===== src/tmse_pkg.sv =====
// shared types, widths and codes of the turing machine step engine
`default_nettype none

package tmse_pkg;

    // default machine size
    localparam int DEF_STATE_COUNT  = 16;
    localparam int DEF_SYMBOL_COUNT = 8;
    localparam int DEF_TAPE_CELLS   = 1024;

    // fixed field widths
    localparam int STATE_W = 4;
    localparam int SYM_W   = 3;
    localparam int MOVE_W  = 2;
    localparam int ADDR_W  = 10;
    localparam int HEAD_OUT_W = 10;
    localparam int MASK_W  = 16;

    // configuration port
    localparam int CFG_IDX_W  = 1;
    localparam int CFG_DATA_W = 16;
    localparam logic [CFG_IDX_W-1:0] CFG_START_STATE = 1'd0;
    localparam logic [CFG_IDX_W-1:0] CFG_FINAL_MASK  = 1'd1;

    // head moves
    localparam logic [MOVE_W-1:0] MOVE_STAY  = 2'd0;
    localparam logic [MOVE_W-1:0] MOVE_RIGHT = 2'd1;
    localparam logic [MOVE_W-1:0] MOVE_LEFT  = 2'd2;

    typedef enum logic [1:0] {
        CMD_LOAD_RULE = 2'd0,
        CMD_WRITE_CELL = 2'd1,
        CMD_RESTART   = 2'd2,
        CMD_STEP      = 2'd3
    } cmd_t;

    // request payload, first field in the highest bits
    typedef struct packed {
        logic [ADDR_W-1:0]  address;
        logic [MOVE_W-1:0]  move;
        logic [SYM_W-1:0]   write_symbol;
        logic [STATE_W-1:0] next_state;
        logic [SYM_W-1:0]   symbol_in;
        logic [STATE_W-1:0] state_in;
    } item_t;

    // result payload, first field in the highest bits
    typedef struct packed {
        logic                  tape_overrun;
        logic                  accepted;
        logic                  halted;
        logic [SYM_W-1:0]      symbol_under_head;
        logic [HEAD_OUT_W-1:0] head_out;
        logic [STATE_W-1:0]    state_out;
    } result_t;

    // one rule table entry
    typedef struct packed {
        logic               valid;
        logic [STATE_W-1:0] next_state;
        logic [SYM_W-1:0]   write_symbol;
        logic [MOVE_W-1:0]  move;
    } rule_entry_t;

    localparam int ITEM_W      = $bits(item_t);
    localparam int RESULT_W    = $bits(result_t);
    localparam int IN_TDATA_W  = ((ITEM_W + 7) / 8) * 8;
    localparam int OUT_TDATA_W = ((RESULT_W + 7) / 8) * 8;
    localparam int IN_PAD_W    = IN_TDATA_W - ITEM_W;
    localparam int OUT_PAD_W   = OUT_TDATA_W - RESULT_W;

endpackage

`default_nettype wire


===== src/tmse_tape_ram.sv =====
// tape memory, one write port and one registered read port
`default_nettype none

module tmse_tape_ram #(
    parameter int DEPTH = 1024,
    localparam int AW = $clog2(DEPTH)
) (
    input  wire logic                       clk,
    input  wire logic                       we,
    input  wire logic [AW-1:0]              waddr,
    input  wire logic [tmse_pkg::SYM_W-1:0] wdata,
    input  wire logic [AW-1:0]              raddr,
    output logic [tmse_pkg::SYM_W-1:0]      rdata
);
    import tmse_pkg::*;

    logic [SYM_W-1:0] mem [DEPTH];
    logic [SYM_W-1:0] rdata_reg;

    always_ff @(posedge clk)
    begin
        if (we)
        begin
            mem[waddr] <= wdata;
        end
        rdata_reg <= mem[raddr];
    end

    assign rdata = rdata_reg;

endmodule

`default_nettype wire


===== config.mk =====
export PLATFORM = sky130hd
export DESIGN_NAME = tmse_tape_ram
export DESIGN_NICKNAME = d
export VERILOG_FILES = /design/src/tmse_pkg.sv /design/src/tmse_tape_ram.sv
export SDC_FILE = /design/constraint.sdc
export NUM_CORES = 2
export LEC_CHECK = 0
export BUFFER_PORTS_ARGS = -buffer_cell sky130_fd_sc_hd__buf_2
export CAP_MARGIN = 20
export CORE_ASPECT_RATIO = 1.1
export CORE_MARGIN = 5
export CORE_UTILIZATION = 35
export DETAILED_ROUTE_END_ITERATION = 8
export MAX_ROUTING_LAYER = met4
export PLACE_DENSITY_LB_ADDON = 0.08
export SYNTH_ARGS = -nofsm -noshare
export SYNTH_HDL_FRONTEND = slang
export SYNTH_SLANG_ARGS = --single-unit
export TNS_END_PERCENT = 1

===== constraint.sdc =====
create_clock -name clk -period 2.85 [get_ports clk]
set_clock_uncertainty 0.2 [all_clocks]
set_input_delay 0.285 -clock clk [delete_from_list [all_inputs] [get_ports clk]]
set_output_delay 0.285 -clock clk [all_outputs]
set_load 0.005 [all_outputs]

---- Yosys cells after proc, flatten, opt, wreduce, memory -nomap -nowiden ----
Memory sizes are Yosys's and may differ from the RTL's. A register that Yosys moved wholly into a read port is not among the register bits.
Index checks and enable logic that the tools add are counted.
word-level totals
  flip-flop bits (word level) ............. 0
  RAM bits ................................ 3072
  input bits .............................. 25
  output and inout port bits .............. 3
  logic and storage cells ................. 3
  memories ................................ 1
operators by class
  multiplexer cells ....................... 2
memories
  memory  words  bits a word  rd ports  clocked after Yosys merged registers in  wr ports  RTL line             RTL
  mem     1024   3            1         1                                        1         tmse_tape_ram.sv:17  logic [SYM_W-1:0] mem [DEPTH];
operators with widths
  operator           number
  two-way mux 1 bit  2

---- Logic depth before layout (Yosys ltp) ----
  depth after elaboration ................. 2
  gate-level depth with buffers ........... 15
  gate-level depth less buffers ........... 8

---- Worst setup path before layout ----
No wires, ideal clock.
  kind .................................... input port to flip-flop
  start point ............................. in raddr[0]
  end point ............................... reg rdata_reg[1], in the netlist rdata[1] (read register of mem)
  setup time .............................. 0.135 ns
  arrival ................................. 2.488 ns
  data required time ...................... 2.515 ns
  setup slack ............................. 0.027 ns
  cell stages on the path ................. 8
  path buffers ............................ 3
  cells stage by stage .................... buf_6 buf_8 buf_8 mux4_2 mux4_2 mux4_2 o2111ai_1 o2111ai_1
RTL lines
  what             RTL line             RTL
  start, declared  tmse_tape_ram.sv:12  input wire logic [AW-1:0] raddr,
  end, declared    tmse_tape_ram.sv:18  logic [SYM_W-1:0] rdata_reg;

==> qor_table.md <==
| Result | Reported | Unit |
| --- | --- | --- |
| Synth Area per Inst | 18.9 | sq um |
| Via count of the first global-routing pass | 68,800 | - |
| Number of cell rows | 229 | - |
| Die H | 634 | um |
| Initial antenna violation count | 43 | - |
| Failing checks | setup timing | - |
| Clock root cell | sky130_fd_sc_hd__clkbuf_16 | - |
| Status | finished with violations | - |
| Crit path launch type | flip-flop | - |
| Number of buffers created by CTS | 337 | - |
| Fraction of synthesis flops using an asynchronous set or reset pin | 0 | % |
| Number of I/O port buffers | 27 | - |
| Maximum root-to-sink buffer count | 4 | - |
| Max stage delay cell, worst path | sky130_fd_sc_hd__mux4_2 | - |
| Maximum net fanout on the critical path | 2 | - |
| Most numerous cell on the critical path | sky130_fd_sc_hd__mux4_2 | - |
| Main flop type after synthesis | sky130_fd_sc_hd__edfxtp_1 | - |
| Final routed DRC violation total | 0 | - |
| Biggest area consumer among synthesized cells | sky130_fd_sc_hd__edfxtp_1 | - |
| Worst Hold Depth | 7 | - |
| GR Overflow Total | 0 | - |
| Most frequent cells in the layout | 3,072 x sky130_fd_sc_hd__edfxtp_1, 1,077 x sky130_fd_sc_hd__nor2_1, 658 x sky130_fd_sc_hd__buf_4 | - |
| Startpoint of the most critical register-to-register path | mem[275][0] | - |
| Placed Instance Area | 135,000 | sq um |
| Share of the synthesized area in the top cell type | 74.6 | % |
| Leading cell type in the layout, fill and taps excluded | sky130_fd_sc_hd__edfxtp_1 | - |
| CTS tree | done | - |
| Cell-by-cell listing of the critical path | mux4_2, mux4_2, a22o_1, a211o_4, nand4_1, buf_4, o22ai_2, nor3_2, o211ai_2 | - |
| Tmin final | 3.08 | ns |
| GR Layer Usage met2 | 36.8 | % |
| I/O pin total | 28 | - |
| Fraction of final layout cells sized beyond drive strength 1 | 27.5 | % |
| Power consumption | 99,200 | uW |
| Final hold violation count | 0 | - |
| Leak | 0.0463 | uW |
| DR vias | 65,900 | - |
| Relative slew slack | 38.1 | % |
| Clock sink total | 3,075 | - |
| Slack of the worst reg-to-reg path | -0.23 | ns |
| Iter 0 DRT Violations | 6,246 | - |
| Horiz. Die Dim | 577 | um |
| Core area | 353,000 | sq um |
| Number of nets in the synthesized netlist | 6,569 | - |
| Met3 Resource Use GR | 3.01 | % |
| WP data required | 3.46 | ns |
| Proportion of synthesized chip area in sequential cells | 74.6 | % |
| Setup crit end kind | flip-flop | - |
| Die outline area | 365,000 | sq um |
| Synth warnings | 0 | - |
| Final WL | 396 | mm |
| Starting Density | 35.0 | % |
| Number of nets in the final layout | 7,286 | - |
| Final critical-path setup slack | -0.227 | ns |
| Number of buffer and inverter instances along the worst setup path | 1 | - |
| Detailed Place HPWL | 254 | mm |
| Design area | 147,000 | sq um |
| Gate count of the mapped netlist | 6,544 | - |
| Global-route wire length before repair | 551 | mm |
| Ratio of total power to cell area | 677 | nW/um^2 |
| Post-synthesis cell area | 124,000 | sq um |
| Worst-case vdd ir drop | 0.488 | mV |
| Slew Limit Fails | 0 | - |
| Total of endpoints with negative setup slack in the final report | 3 | - |
| Maximum number of pins on one net before global-route repair | 117 | - |
| Synthesis-stage register bit count | 3,075 | - |
| Worst r2r dst | rdata[0] | - |
| Max FFs per register | 3,072 | - |
| Period Utilization, post-route | 108 | % |
| Clock H-tree levels | 5 | - |
| Fill cell instance count of the final layout | 31,400 | - |
| RePlAce Congestion | 0.813 | - |
| Hold path endpoint | rdata[1] | - |
| CP arrival | 3.68 | ns |
| Synth top area cells | sky130_fd_sc_hd__edfxtp_1 75%, sky130_fd_sc_hd__mux4_2 12%, sky130_fd_sc_hd__nor2_1 3.3% | - |
| All-layer global routing usage | 22.1 | % |
| Number of setup buffers added after CTS | 0 | - |
| Vias per std cell | 5.36 | - |
| Number of cells on the worst reg-to-reg path | 9 | - |
| Worst-path clk slew | 0.06 | ns |
| Drt first pass iters | 5 | - |
| Count of unique library cells instantiated by Yosys | 79 | - |
| Global routing's busiest layer | met2 | - |
| Worst slack at placement | -1.61 | ns |
| Fmax | 0.325 | GHz |
| Synth-to-Final Area Change | 18.5 | % |
| Worst hold slack | 0.145 | ns |
| Clock latency at the later pin of the worst-skew pair | 0.93 | ns |
| Actual transition at the worst max-transition pin | 0.924 | ns |
| Setup repair after global routing missed its margin | true | - |
| Origin of the worst min-delay path | raddr[6] | - |
| Maxcap violations | 0 | - |
| Post-route ant nets | 0 | - |
| Kind of critical path | flip-flop to flip-flop | - |
| Number of enable flip-flop cells after synthesis | 3,072 | - |
| Delay-heaviest family, CP | multiplexers | - |
| Largest stage delay on the critical path | 0.51 | ns |
| Met1 track utilization from global routing | 28.9 | % |
| Average wire per cell in the routed design | 32.3 | um |
| Path category of the worst min-delay check | input pin to flip-flop | - |
[stage by stage]
| step | instances | util [%] | TNS, ns |
|---|---|---|---|
| finish | 12300 | 41.5 | -0.426 |
| global route | 12300 | 41.5 | -0.556 |
| CTS | 12300 | 41.5 | -0.705 |
| detailed placement | 11600 | 38.4 | -3.91 |
| global placement | 11600 | 38.4 | -4.07 |
| floorplan | 6544 | - | 0 |
[worst max path at each step]
| stage | start | cells past startpoint | slack [ns] | to |
|---|---|---|---|---|
| after detailed placement | raddr[0] | 10 | -1.61 | rdata[0] |
| after floorplan | raddr[0] | 8 | 0.03 | rdata[1] |
| after global placement | raddr[0] | 10 | -1.67 | rdata[0] |
| final | mem[275][0] | 9 | -0.23 | rdata[0] |
| after CTS | mem[275][0] | 9 | -0.31 | rdata[0] |
| after global routing | mem[276][0] | 9 | -0.26 | rdata[0] |
[cell type report]
type	instances	area, sq um	share of cell area [%]
Clock inverter	192	1880	1.28
Sequential cell	3075	92300	63.0
Clock buffer	416	9010	6.14
Multi-Input combinational cell	2971	28700	19.6
Timing Repair Buffer	871	8730	5.95
Inverter	5	28.8	0.0196
Tap cell	4735	5920	4.04
Antenna cell	11	27.5	0.0188
[kinds of logic after synthesis]
kind of cell    after synthesis  synth area share, %
flops                      3075                 74.6
compound gates              526                 3.04
mux                        1002                 14.9
simple gates               1443                 4.84
buf+inv                     498                 2.60
[report_power, final]
group / switching, uW / internal (uW)
Sequential: 36.4 / 49800
Combinational: 3530 / 2290
Clock: 18100 / 25400
Total: 21700 / 77500
[cell usage after synthesis, drive strengths merged, types with 5 or more instances]
| master | n |
|---|---|
| a2111oi | 11 |
| a211o | 6 |
| a211oi | 30 |
| a21o | 5 |
| a21oi | 79 |
| a221oi | 18 |
| a22o | 21 |
| a22oi | 61 |
| and2 | 14 |
| and3 | 10 |
| buf | 242 |
| clkbuf | 250 |
| edfxtp | 3072 |
| inv | 5 |
| mux2 | 18 |
| mux2i | 322 |
| mux4 | 662 |
| nand2 | 124 |
| nand2b | 8 |
| nand3 | 48 |
| nand4 | 13 |
| nor2 | 1081 |
| nor2b | 19 |
| nor3 | 55 |
| nor3b | 13 |
| nor4 | 20 |
| o2111ai | 6 |
| o211ai | 6 |
| o21ai | 60 |
| o221ai | 101 |
| o22a | 5 |
| o22ai | 85 |
| o31ai | 7 |
| o32ai | 6 |
| or2 | 5 |
| or3 | 9 |
| or4 | 6 |
[worst register-to-register path, stage by stage, from the launching register on]
cell and delay, ns:
sky130_fd_sc_hd__edfxtp_1 0.38, sky130_fd_sc_hd__mux4_2 0.46, sky130_fd_sc_hd__mux4_2 0.51, sky130_fd_sc_hd__a22o_1 0.26, sky130_fd_sc_hd__a211o_4 0.32, sky130_fd_sc_hd__nand4_1 0.34
sky130_fd_sc_hd__buf_4 0.21, sky130_fd_sc_hd__o22ai_2 0.06, sky130_fd_sc_hd__nor3_2 0.15, sky130_fd_sc_hd__o211ai_2 0.09
[layer usage]
layer,wire length [um],vias up
li1,-,28000
met1,165000,35300
met2,199000,2117
met3,22200,518
met4,9420,0
met5,0,-
[what timing repair did]
action	4_1_cts	5_1_grt
gates cloned	0	0
resized for setup	9	9
hold buffers	17	0
pin swaps	7	4
setup endpoints to repair	3	3
hold endpoints to repair	1871	0
Note: power is estimated with default switching activity, not from simulation.
