`config.mk`:
```
export PLATFORM = sky130hd
export DESIGN_NAME = tmse_core
export DESIGN_NICKNAME = d
export VERILOG_FILES = /design/src/tmse_pkg.sv /design/src/tmse_core.sv
export SDC_FILE = /design/constraint.sdc
export NUM_CORES = 1
export LEC_CHECK = 0
export ABC_AREA = 1
export BUFFER_PORTS_ARGS = -buffer_cell sky130_fd_sc_hd__buf_2
export CORE_MARGIN = 2
export CORE_UTILIZATION = 48
export CTS_CLUSTER_DIAMETER = 80
export DETAILED_ROUTE_END_ITERATION = 6
export MAX_ROUTING_LAYER = met4
export PLACE_DENSITY = 0.77
export SKIP_CTS_REPAIR_TIMING = 1
export SLEW_MARGIN = 20
export SYNTH_ARGS = -nofsm -noshare
export SYNTH_HDL_FRONTEND = slang
export SYNTH_SLANG_ARGS = --single-unit
```
`constraint.sdc`:
```
create_clock -name clk -period 2.8 [get_ports clk]
set_input_delay 0.14 -clock clk [delete_from_list [all_inputs] [get_ports clk]]
set_output_delay 0.14 -clock clk [all_outputs]
set_load 0.02 [all_outputs]
```
`src/tmse_pkg.sv`:
```
// shared types, widths and codes of the turing machine step engine
`default_nettype none

package tmse_pkg;

    // default machine size
    localparam int DEF_STATE_COUNT  = 16;
    localparam int DEF_SYMBOL_COUNT = 8;
    localparam int DEF_TAPE_CELLS   = 1024;

    // fixed field widths
    localparam int STATE_W = 4;
    localparam int SYM_W   = 3;
    localparam int MOVE_W  = 2;
    localparam int ADDR_W  = 10;
    localparam int HEAD_OUT_W = 10;
    localparam int MASK_W  = 16;

    // configuration port
    localparam int CFG_IDX_W  = 1;
    localparam int CFG_DATA_W = 16;
    localparam logic [CFG_IDX_W-1:0] CFG_START_STATE = 1'd0;
    localparam logic [CFG_IDX_W-1:0] CFG_FINAL_MASK  = 1'd1;

    // head moves
    localparam logic [MOVE_W-1:0] MOVE_STAY  = 2'd0;
    localparam logic [MOVE_W-1:0] MOVE_RIGHT = 2'd1;
    localparam logic [MOVE_W-1:0] MOVE_LEFT  = 2'd2;

    typedef enum logic [1:0] {
        CMD_LOAD_RULE = 2'd0,
        CMD_WRITE_CELL = 2'd1,
        CMD_RESTART   = 2'd2,
        CMD_STEP      = 2'd3
    } cmd_t;

    // request payload, first field in the highest bits
    typedef struct packed {
        logic [ADDR_W-1:0]  address;
        logic [MOVE_W-1:0]  move;
        logic [SYM_W-1:0]   write_symbol;
        logic [STATE_W-1:0] next_state;
        logic [SYM_W-1:0]   symbol_in;
        logic [STATE_W-1:0] state_in;
    } item_t;

    // result payload, first field in the highest bits
    typedef struct packed {
        logic                  tape_overrun;
        logic                  accepted;
        logic                  halted;
        logic [SYM_W-1:0]      symbol_under_head;
        logic [HEAD_OUT_W-1:0] head_out;
        logic [STATE_W-1:0]    state_out;
    } result_t;

    // one rule table entry
    typedef struct packed {
        logic               valid;
        logic [STATE_W-1:0] next_state;
        logic [SYM_W-1:0]   write_symbol;
        logic [MOVE_W-1:0]  move;
    } rule_entry_t;

    localparam int ITEM_W      = $bits(item_t);
    localparam int RESULT_W    = $bits(result_t);
    localparam int IN_TDATA_W  = ((ITEM_W + 7) / 8) * 8;
    localparam int OUT_TDATA_W = ((RESULT_W + 7) / 8) * 8;
    localparam int IN_PAD_W    = IN_TDATA_W - ITEM_W;
    localparam int OUT_PAD_W   = OUT_TDATA_W - RESULT_W;

endpackage

`default_nettype wire

```
`src/tmse_core.sv`:
```
// sequencer: request capture, step logic, memory clear sweep and result register
`default_nettype none

module tmse_core #(
    parameter int STATE_COUNT  = 16,
    parameter int SYMBOL_COUNT = 8,
    parameter int TAPE_CELLS   = 1024,
    localparam int RULE_ENTRIES = STATE_COUNT * SYMBOL_COUNT,
    localparam int RULE_AW = $clog2(RULE_ENTRIES),
    localparam int HEAD_W  = $clog2(TAPE_CELLS)
) (
    input  wire logic                          clk,
    input  wire logic                          rst_n,
    input  wire logic                          in_valid,
    output logic                               in_ready,
    input  wire tmse_pkg::cmd_t                in_cmd,
    input  wire tmse_pkg::item_t               in_item,
    output logic                               out_valid,
    input  wire logic                          out_ready,
    output tmse_pkg::result_t                  out_result,
    input  wire logic [tmse_pkg::STATE_W-1:0]  start_state,
    input  wire logic [tmse_pkg::MASK_W-1:0]   final_mask,
    output logic                               rule_we,
    output logic [RULE_AW-1:0]                 rule_waddr,
    output tmse_pkg::rule_entry_t              rule_wdata,
    output logic [RULE_AW-1:0]                 rule_raddr,
    input  wire tmse_pkg::rule_entry_t         rule_rdata,
    output logic                               tape_we,
    output logic [HEAD_W-1:0]                  tape_waddr,
    output logic [tmse_pkg::SYM_W-1:0]         tape_wdata,
    output logic [HEAD_W-1:0]                  tape_raddr,
    input  wire logic [tmse_pkg::SYM_W-1:0]    tape_rdata
);
    import tmse_pkg::*;

    localparam int CLR_DEPTH = (TAPE_CELLS > RULE_ENTRIES) ? TAPE_CELLS : RULE_ENTRIES;
    localparam int CNT_W = $clog2(CLR_DEPTH);

    typedef enum logic [2:0] {
        S_CLEAR,
        S_IDLE,
        S_EXEC,
        S_SETTLE,
        S_WAIT
    } fsm_t;

    fsm_t               fsm_reg;
    logic [CNT_W-1:0]   clr_cnt_reg;
    cmd_t               cmd_reg;
    item_t              item_reg;
    logic               lk_ok_reg;
    logic [STATE_W-1:0] mstate_reg, mstate_next;
    logic [HEAD_W-1:0]  head_reg, head_next;
    logic               halt_reg, halt_next;
    logic               overrun_reg, overrun_next;
    logic [SYM_W-1:0]   cur_sym_reg;
    logic               byp_hit_reg, byp_hit_next;
    logic [SYM_W-1:0]   byp_data_reg;
    logic               out_valid_reg;
    result_t            out_result_reg;

    logic               accept;
    logic               out_free;
    logic               load_out;
    logic [SYM_W-1:0]   cur_fwd;
    logic [SYM_W-1:0]   sym_lk;
    logic               lk_ok;
    logic               ld_ok;
    logic [RULE_AW-1:0] ld_addr;
    logic               ex_tape_we;
    logic [HEAD_W-1:0]  ex_tape_waddr;
    logic [SYM_W-1:0]   ex_tape_wdata;
    logic               ex_rule_we;
    rule_entry_t        ex_rule_wdata;
    logic               clr_last;
    result_t            result_now;

    assign out_free = !out_valid_reg || out_ready;
    assign in_ready = (fsm_reg == S_IDLE) || ((fsm_reg == S_SETTLE) && out_free);
    assign accept   = in_valid && in_ready;
    assign load_out = ((fsm_reg == S_SETTLE) || (fsm_reg == S_WAIT)) && out_free;
    assign clr_last = (clr_cnt_reg == CNT_W'(CLR_DEPTH - 1));

    // symbol under the head, taken from the tape read or the write just done
    assign cur_fwd = byp_hit_reg ? byp_data_reg : tape_rdata;
    assign sym_lk  = (fsm_reg == S_SETTLE) ? cur_fwd : cur_sym_reg;

    // rule lookup for the next step, issued in the accept cycle
    assign lk_ok = (32'(mstate_reg) < STATE_COUNT) && (32'(sym_lk) < SYMBOL_COUNT);
    assign rule_raddr = RULE_AW'(32'(mstate_reg) * SYMBOL_COUNT + 32'(sym_lk));

    assign ld_ok   = (32'(item_reg.state_in) < STATE_COUNT) &&
                     (32'(item_reg.symbol_in) < SYMBOL_COUNT);
    assign ld_addr = RULE_AW'(32'(item_reg.state_in) * SYMBOL_COUNT + 32'(item_reg.symbol_in));

    always_comb
    begin
        mstate_next   = mstate_reg;
        head_next     = head_reg;
        halt_next     = halt_reg;
        overrun_next  = overrun_reg;
        ex_tape_we    = 1'b0;
        ex_tape_waddr = head_reg;
        ex_tape_wdata = rule_rdata.write_symbol;
        ex_rule_we    = 1'b0;
        ex_rule_wdata = '{valid: 1'b1,
                          next_state: item_reg.next_state,
                          write_symbol: item_reg.write_symbol,
                          move: (item_reg.move == MOVE_LEFT || item_reg.move == MOVE_RIGHT)
                                ? item_reg.move : MOVE_STAY};
        if (fsm_reg == S_EXEC)
        begin
            case (cmd_reg)
                CMD_LOAD_RULE:
                begin
                    ex_rule_we = ld_ok;
                end
                CMD_WRITE_CELL:
                begin
                    ex_tape_we    = (32'(item_reg.address) < TAPE_CELLS);
                    ex_tape_waddr = HEAD_W'(item_reg.address);
                    ex_tape_wdata = item_reg.symbol_in;
                end
                CMD_RESTART:
                begin
                    head_next    = '0;
                    mstate_next  = start_state;
                    halt_next    = 1'b0;
                    overrun_next = 1'b0;
                end
                CMD_STEP:
                begin
                    if (!halt_reg)
                    begin
                        if (!(lk_ok_reg && rule_rdata.valid))
                        begin
                            halt_next = 1'b1;
                        end
                        else
                        begin
                            mstate_next = rule_rdata.next_state;
                            ex_tape_we  = 1'b1;
                            case (rule_rdata.move)
                                MOVE_RIGHT:
                                begin
                                    // past the last cell: head stays, overrun halts
                                    if (head_reg == HEAD_W'(TAPE_CELLS - 1))
                                    begin
                                        halt_next    = 1'b1;
                                        overrun_next = 1'b1;
                                    end
                                    else
                                    begin
                                        head_next = head_reg + HEAD_W'(1);
                                    end
                                end
                                MOVE_LEFT:
                                begin
                                    if (head_reg != '0)
                                    begin
                                        head_next = head_reg - HEAD_W'(1);
                                    end
                                end
                                default:
                                begin
                                end
                            endcase
                        end
                    end
                end
                default:
                begin
                end
            endcase
        end
    end

    assign byp_hit_next = ex_tape_we && (ex_tape_waddr == head_next);

    // memory ports, the clear sweep owns them after reset
    always_comb
    begin
        if (fsm_reg == S_CLEAR)
        begin
            tape_we    = (32'(clr_cnt_reg) < TAPE_CELLS);
            tape_waddr = HEAD_W'(clr_cnt_reg);
            tape_wdata = '0;
            rule_we    = (32'(clr_cnt_reg) < RULE_ENTRIES);
            rule_waddr = RULE_AW'(clr_cnt_reg);
            rule_wdata = '0;
        end
        else
        begin
            tape_we    = ex_tape_we;
            tape_waddr = ex_tape_waddr;
            tape_wdata = ex_tape_wdata;
            rule_we    = ex_rule_we;
            rule_waddr = ld_addr;
            rule_wdata = ex_rule_wdata;
        end
    end

    assign tape_raddr = head_next;

    always_comb
    begin
        result_now.state_out         = mstate_reg;
        result_now.head_out          = HEAD_OUT_W'(head_reg);
        result_now.symbol_under_head = (fsm_reg == S_SETTLE) ? cur_fwd : cur_sym_reg;
        result_now.halted            = halt_reg;
        result_now.accepted          = halt_reg & final_mask[mstate_reg];
        result_now.tape_overrun      = overrun_reg;
    end

    always_ff @(posedge clk or negedge rst_n)
    begin
        if (!rst_n)
        begin
            fsm_reg       <= S_CLEAR;
            clr_cnt_reg   <= '0;
            mstate_reg    <= '0;
            head_reg      <= '0;
            halt_reg      <= 1'b0;
            overrun_reg   <= 1'b0;
            cur_sym_reg   <= '0;
            byp_hit_reg   <= 1'b0;
            out_valid_reg <= 1'b0;
        end
        else
        begin
            case (fsm_reg)
                S_CLEAR:
                begin
                    clr_cnt_reg <= clr_cnt_reg + CNT_W'(1);
                    if (clr_last)
                    begin
                        fsm_reg <= S_IDLE;
                    end
                end
                S_IDLE:
                begin
                    if (accept)
                    begin
                        fsm_reg <= S_EXEC;
                    end
                end
                S_EXEC:
                begin
                    mstate_reg  <= mstate_next;
                    head_reg    <= head_next;
                    halt_reg    <= halt_next;
                    overrun_reg <= overrun_next;
                    byp_hit_reg <= byp_hit_next;
                    fsm_reg     <= S_SETTLE;
                end
                S_SETTLE:
                begin
                    cur_sym_reg <= cur_fwd;
                    if (!out_free)
                    begin
                        fsm_reg <= S_WAIT;
                    end
                    else if (accept)
                    begin
                        fsm_reg <= S_EXEC;
                    end
                    else
                    begin
                        fsm_reg <= S_IDLE;
                    end
                end
                S_WAIT:
                begin
                    if (out_free)
                    begin
                        fsm_reg <= S_IDLE;
                    end
                end
                default:
                begin
                    fsm_reg <= S_IDLE;
                end
            endcase

            if (load_out)
            begin
                out_valid_reg <= 1'b1;
            end
            else if (out_ready)
            begin
                out_valid_reg <= 1'b0;
            end
        end
    end

    // payload registers
    always_ff @(posedge clk)
    begin
        if (accept)
        begin
            cmd_reg   <= in_cmd;
            item_reg  <= in_item;
            lk_ok_reg <= lk_ok;
        end
        if (fsm_reg == S_EXEC)
        begin
            byp_data_reg <= ex_tape_wdata;
        end
        if (load_out)
        begin
            out_result_reg <= result_now;
        end
    end

    assign out_valid  = out_valid_reg;
    assign out_result = out_result_reg;

endmodule

`default_nettype wire

```
# [Yosys cells after proc, flatten, opt, wreduce, memory -nomap -nowiden]
# Index checks and enable logic that the tools add are counted.
[word_totals] reg_bits=85 latchBits=0 mem_bits_rw=0 rom_bits=0 input_bits=65 out_inout_bits=71 elab_cells=119 mem_count=0
[op_classes] add_sub_neg=5 multipliers=0 n_div=0 magnitude_cmp=2 eq_ne=21 n_shift=0 mux=49 n_bitwise=1 n_reduce_logical=18
[ops] op="two-way mux 10 bit" count=9
[ops] op="one-hot mux 10 bit (2 select lines)" count=2
[ops] op="two-way mux 3 bit" count=9
[ops] op="adder 10 x 1 -> 10 bit (second input constant)" count=2
[ops] op="equality test 10 bit (second input constant)" count=2
[ops] op="two-way mux 1 bit" count=18
[ops] op="one-hot mux 3 bit (5 select lines)" count=1
[ops] op="adder 7 x 3 -> 7 bit" count=2
[ops] op="!= test 2 bit (second input constant)" count=6
[ops] op="equality test 10 bit" count=1
[ops] op="less-than comparator 10 x 8 -> 1 bit (second input constant)" count=1
[ops] op="nonzero test 10 bit" count=1
[ops] op="subtractor 10 x 1 -> 10 bit (second input constant)" count=1
[ops] op="equality test 2 bit (second input constant)" count=4
[ops] op="two-way mux 4 bit" count=2
[ops] op="one-hot mux 4 bit (2 select lines)" count=1
[ops] op="two-way mux 7 bit" count=1
[ops] op="equality test 2 x 1 -> 1 bit (second input constant)" count=3
[ops] op="equality test 3 x 2 -> 1 bit (second input constant)" count=2
[ops] op="one-hot mux 1 bit (2 select lines)" count=3
[ops] op="AND reduction 6 bit" count=1
[ops] op="less-than comparator 4 x 5 -> 1 bit (second input constant)" count=1
[ops] op="binary-select mux 1 bit (select 4 bit)" count=1
[ops] op="logical AND 1 bit" count=4
[ops] op="other kinds (13)" count=18

# [Longest topological paths before layout]
[depth] ltp_word=9 ltp_mapped=17 depth_no_buf=17

# [Least setup slack after synthesis]
# No wires, ideal clock.
[synth_path] kind="reg2reg" start="register fsm_reg[0]" end="register cmd_reg[0] (enable)" arrival_ns=2.313 setup_slack_ns=0.065 path_stages_with_launch=7 n_path_buf=0 path_cell_list="dfrtp_1 -> nand2_1 -> nor2_1 -> inv_1 -> nor2_1 -> inv_1 -> a21oi_1"
[synth_between] elab_chain_cells=4
[synth_lines] item="start: declaration" line="tmse_core.sv:47" text="fsm_t fsm_reg;"
[synth_lines] item="start signal: assignment" line="tmse_core.sv:219" text="fsm_reg <= S_CLEAR;"
[synth_lines] item="start signal: assignment" line="tmse_core.sv:237" text="fsm_reg <= S_IDLE;"
[synth_lines] item="start signal: assignment" line="tmse_core.sv:244" text="fsm_reg <= S_EXEC;"
[synth_lines] item="equality test 3 x 2 -> 1 bit" line="tmse_core.sv:79" text="assign in_ready = (fsm_reg == S_IDLE) || ((fsm_reg == S_SETTLE) && out_free);"
[synth_lines] item="logical AND 1 bit" line="tmse_core.sv:79"
[synth_lines] item="logical OR 1 bit (*)" line="tmse_core.sv:79"
[synth_lines] item="logical AND 1 bit (*)" line="tmse_core.sv:80" text="assign accept = in_valid && in_ready;"
[synth_lines] item="net accept" line="tmse_core.sv:62" text="logic accept;"
[synth_lines] item="end signal: assignment" line="tmse_core.sv:301" text="cmd_reg <= in_cmd;"
[synth_lines] item="end: declaration" line="tmse_core.sv:49" text="cmd_t cmd_reg;"
# Mark *: on every way through the listed nets, which the timed path passes. The rest lies on a longest branch.
# A chain may end at the register's enable or synchronous reset.

# [Final worst setup path]
[layout_path] start="register fsm_reg[2]" end="output port tape_waddr[4]"
[layout_between] elab_chain_cells=3
[layout_lines] item="equality test 3 x 2 -> 1 bit" line="tmse_core.sv:111" text="if (fsm_reg == S_EXEC)"
[layout_lines] item="two-way mux 10 bit" line="tmse_core.sv:111"
[layout_lines] item="two-way mux 10 bit (*)" line="tmse_core.sv:183" text="if (fsm_reg == S_CLEAR)"
[layout_lines] item="end: declaration" line="tmse_core.sv:29" text="output logic [HEAD_W-1:0] tape_waddr,"
# Mark *: on every way between the ends. The rest lies on a longest branch, timed or not.

==> impl_metrics.toml <==
[placed_design]
portBuffers = 135
place.gp.congestion = 0.918
place_hpwl_um = 9500
dp_slack_ns = 0.582

[setup_path]
path_delay_family = "simple AND/OR/NAND/NOR gates"
r2r_slack_ns = 0.53
cp_max_fo = 26
r2r.worst_path.cells = 15
reg2reg_from = "fsm_reg[2]"
crit_arrival_ns = 2.46
cpMaxStageDelayCell = "dfrtp_1"
critPathBufInv = 4
crit_chain = "inv_2 -> nand2_1 -> nor2_4 -> inv_2 -> nor2_4 -> nand2_2 -> o21ai_0 -> inv_1 -> o21ai_0 -> buf_2"
startpoint_type = "register"
rr_endpoint = "byp_hit_reg"
crit_required_ns = 2.66
max_stage_delay_ns = 0.42
cp-end-kind = "output port"
crit_type = "register to output port"

[clock_tree]
insertion_delay_ns = 0.36
cts_tree = "built"
cts_buffers = 9
clock-root-buffer = "clkbuf_8"
clkTransAtPathRegs_ns = 0.09
clock-sinks = 85
clockBufferDepth = 2
htree_levels = 3

[detailed_routing]
routed-via-count = 4548
routed.top_layer = "met4"
wl_met2_um = 6360
route.detailed.drc = 0
finalWirelength_um = 13000
drt-met1-wl_um = 5600
viasPerCell = 5.09
drt-initial-drc-count = 299
routedWlPerCell_um = 14.6
ant_nets = 0
firstDrtPassIters = 5
wl_met3_um = 841

[sta]
setup_tns_ns = 0
period_needed_ns = 2.60
worst_pin_slew_ns = 0.792
maxSlewViolCount = 0
hold_viol_final = 0
final.period_utilization_pct = 92.7
max_freq_ghz = 0.385
relSlewSlack_pct = 47.2
clock_skew_ns = 0.00707
worst_slack_ns = 0.203
rsz0062_at_grt = "no"
setup_violations = 0

[synth]
async_flop_share_pct = 40.0
synth_seq_cells = 85
syn_inst = 604
synth_warnings = 0
synth.most_common_cell = "nand2_1"
syn_area_sq_um = 4800
seq_area_frac_synth_pct = 49.7
synth.net_count = 674
syn_area_per_cell_sq_um = 7.94
synth-edff-count = 51
synthTopCellsByCount = "nand2_1, inv_1, nor2_1"
yosys.area.top_type = "edfxtp_1"
synthFlopType = "edfxtp_1"
ys_types = 35
synth_area_leaders = "edfxtp_1, dfrtp_1, nand2_1"
synth_top_area_share_pct = 31.9

[final_layout]
largest_reg_flops = 20
n_fill_cell = 884
nets = 826
syn2layout_area_growth_pct = 25.8
layout-drive-gt1-share_pct = 24.3
num_antenna_cells = 0

[min_path]
holdPathEnd = "mstate_reg[0]"
worstHoldStart = "start_state[0]"
whs_path_depth = 3
hp-class = "input pin to register"

[grt]
grt_use_total_pct = 24.2
first_global_vias = 4277
grt_start_max_net_pins = 35
grt_pass1_wl_um = 20400
antenna_found_initial = 0
grt_overflow = 0

[power]
leakage_nw = 2.99
ir_worst_vdd_v = 0.000678
p_per_area_nw_per_um2 = 1050

[die]
core_area_sq_um = 9730
die_x_um = 104
dieArea_sq_um = 10800
start_util_pct = 49.3
die_h_um = 104
row_count = 36
pin_count = 136

[run]
cap_violations = 0

[run_status]
status = "complete, no violations"
final cells by class:
class | count | area [sq um] | area share (%)
Clock inverter | 6 | 92.6 | 1.53
Clock buffer | 10 | 138 | 2.28
Tap cell | 133 | 166 | 2.76
Inverter | 85 | 319 | 5.29
Multi-Input combinational cell | 406 | 1930 | 32.0
Timing Repair Buffer | 169 | 1000 | 16.6
Sequential cell | 85 | 2380 | 39.5
metrics by stage:
stage                     util, %  area, sq um  hold slack [ns]  cells  total power, mW
after floorplan                 -         4800           -0.156    604             4.41
after global placement       56.7         5510            0.274    849             5.26
after detailed placement     56.7         5510            0.265    849             5.28
after CTS                    59.0         5740           -0.134    865             6.31
after global routing         62.0         6030           0.0310    894             6.82
final                        62.0         6030           0.0311    894             6.35
power by group:
| part | internal [mW] | total, mW | switching, mW |
|---|---|---|---|
| logic | 1.03 | 3.22 | 2.19 |
| clock network | 0.533 | 1.01 | 0.477 |
| registers | 1.72 | 2.13 | 0.406 |
| total | 3.28 | 6.35 | 3.07 |
worst max path at each step:
| stage | startpoint | to | slack [ns] | cells past startpoint |
|---|---|---|---|---|
| floorplan | fsm_reg[0] | cmd_reg[0] | 0.06 | 6 |
| global route | fsm_reg[2] | tape_waddr[4] | 0.003 | 10 |
| detailed placement | head_reg[0] | byp_hit_reg | 0.58 | 16 |
| global placement | fsm_reg[2] | byp_hit_reg | 0.58 | 15 |
| finish | fsm_reg[2] | tape_waddr[4] | 0.20 | 10 |
| CTS | fsm_reg[2] | tape_waddr[4] | 0.20 | 10 |
per-layer routing:
metal,track usage [%],vias up
met5,-,-
met2,39.0,202
met1,30.9,2074
li1,-,2254
met3,4.01,18
met4,9.07,0
cell usage in the layout (no fill, tap or decap), types with 2 or more instances in the layout:
cell type	netlist	final
xnor2_1	4	4
nor2_1	59	58
a21oi_2	1	2
dfrtp_1	34	34
inv_1	73	73
bufinv_16	0	2
nor2_2	3	4
edfxtp_1	51	51
nor2_4	4	4
xor2_1	6	6
o211ai_1	3	3
o22ai_1	3	3
o21ai_1	8	9
nand2_1	179	179
a21oi_1	21	20
nand4_1	11	11
dlygate4sd3_1	0	29
a31oi_1	6	6
ha_1	5	5
nand2_2	4	4
o21ai_0	29	28
clkbuf_8	0	10
buf_2	8	135
clkinvlp_4	0	2
inv_2	12	12
nand3_1	49	49
buf_4	10	5
inv_6	0	2
nor3_1	2	2
nand3_4	2	2
o221ai_1	2	2
cells by family after synthesis:
family / after synthesis / synth area share (%)
AO/OA/AOI/OAI: 75 / 8.58
AND/OR/NAND/NOR: 315 / 28.2
adder cells (fa/ha/maj): 5 / 1.30
XOR/XNOR: 10 / 1.83
multiplexers: 1 / 0.209
flip-flops: 85 / 49.7
buffers and inverters: 113 / 10.2
worst register-to-register path, stage by stage, from the launching register on:
cell     delay, ns
dfrtp_1       0.42
inv_2         0.08
nand2_1       0.08
nor2_4        0.17
inv_2         0.10
nor2_4        0.11
nand2_2       0.28
o21ai_0       0.34
inv_1         0.12
nand2_1       0.08
nand2_1       0.05
inv_1         0.05
nand2_1       0.05
nor2_1        0.13
nand4_1       0.09
nand2_1       0.07
(Power assumes the default switching activity.)
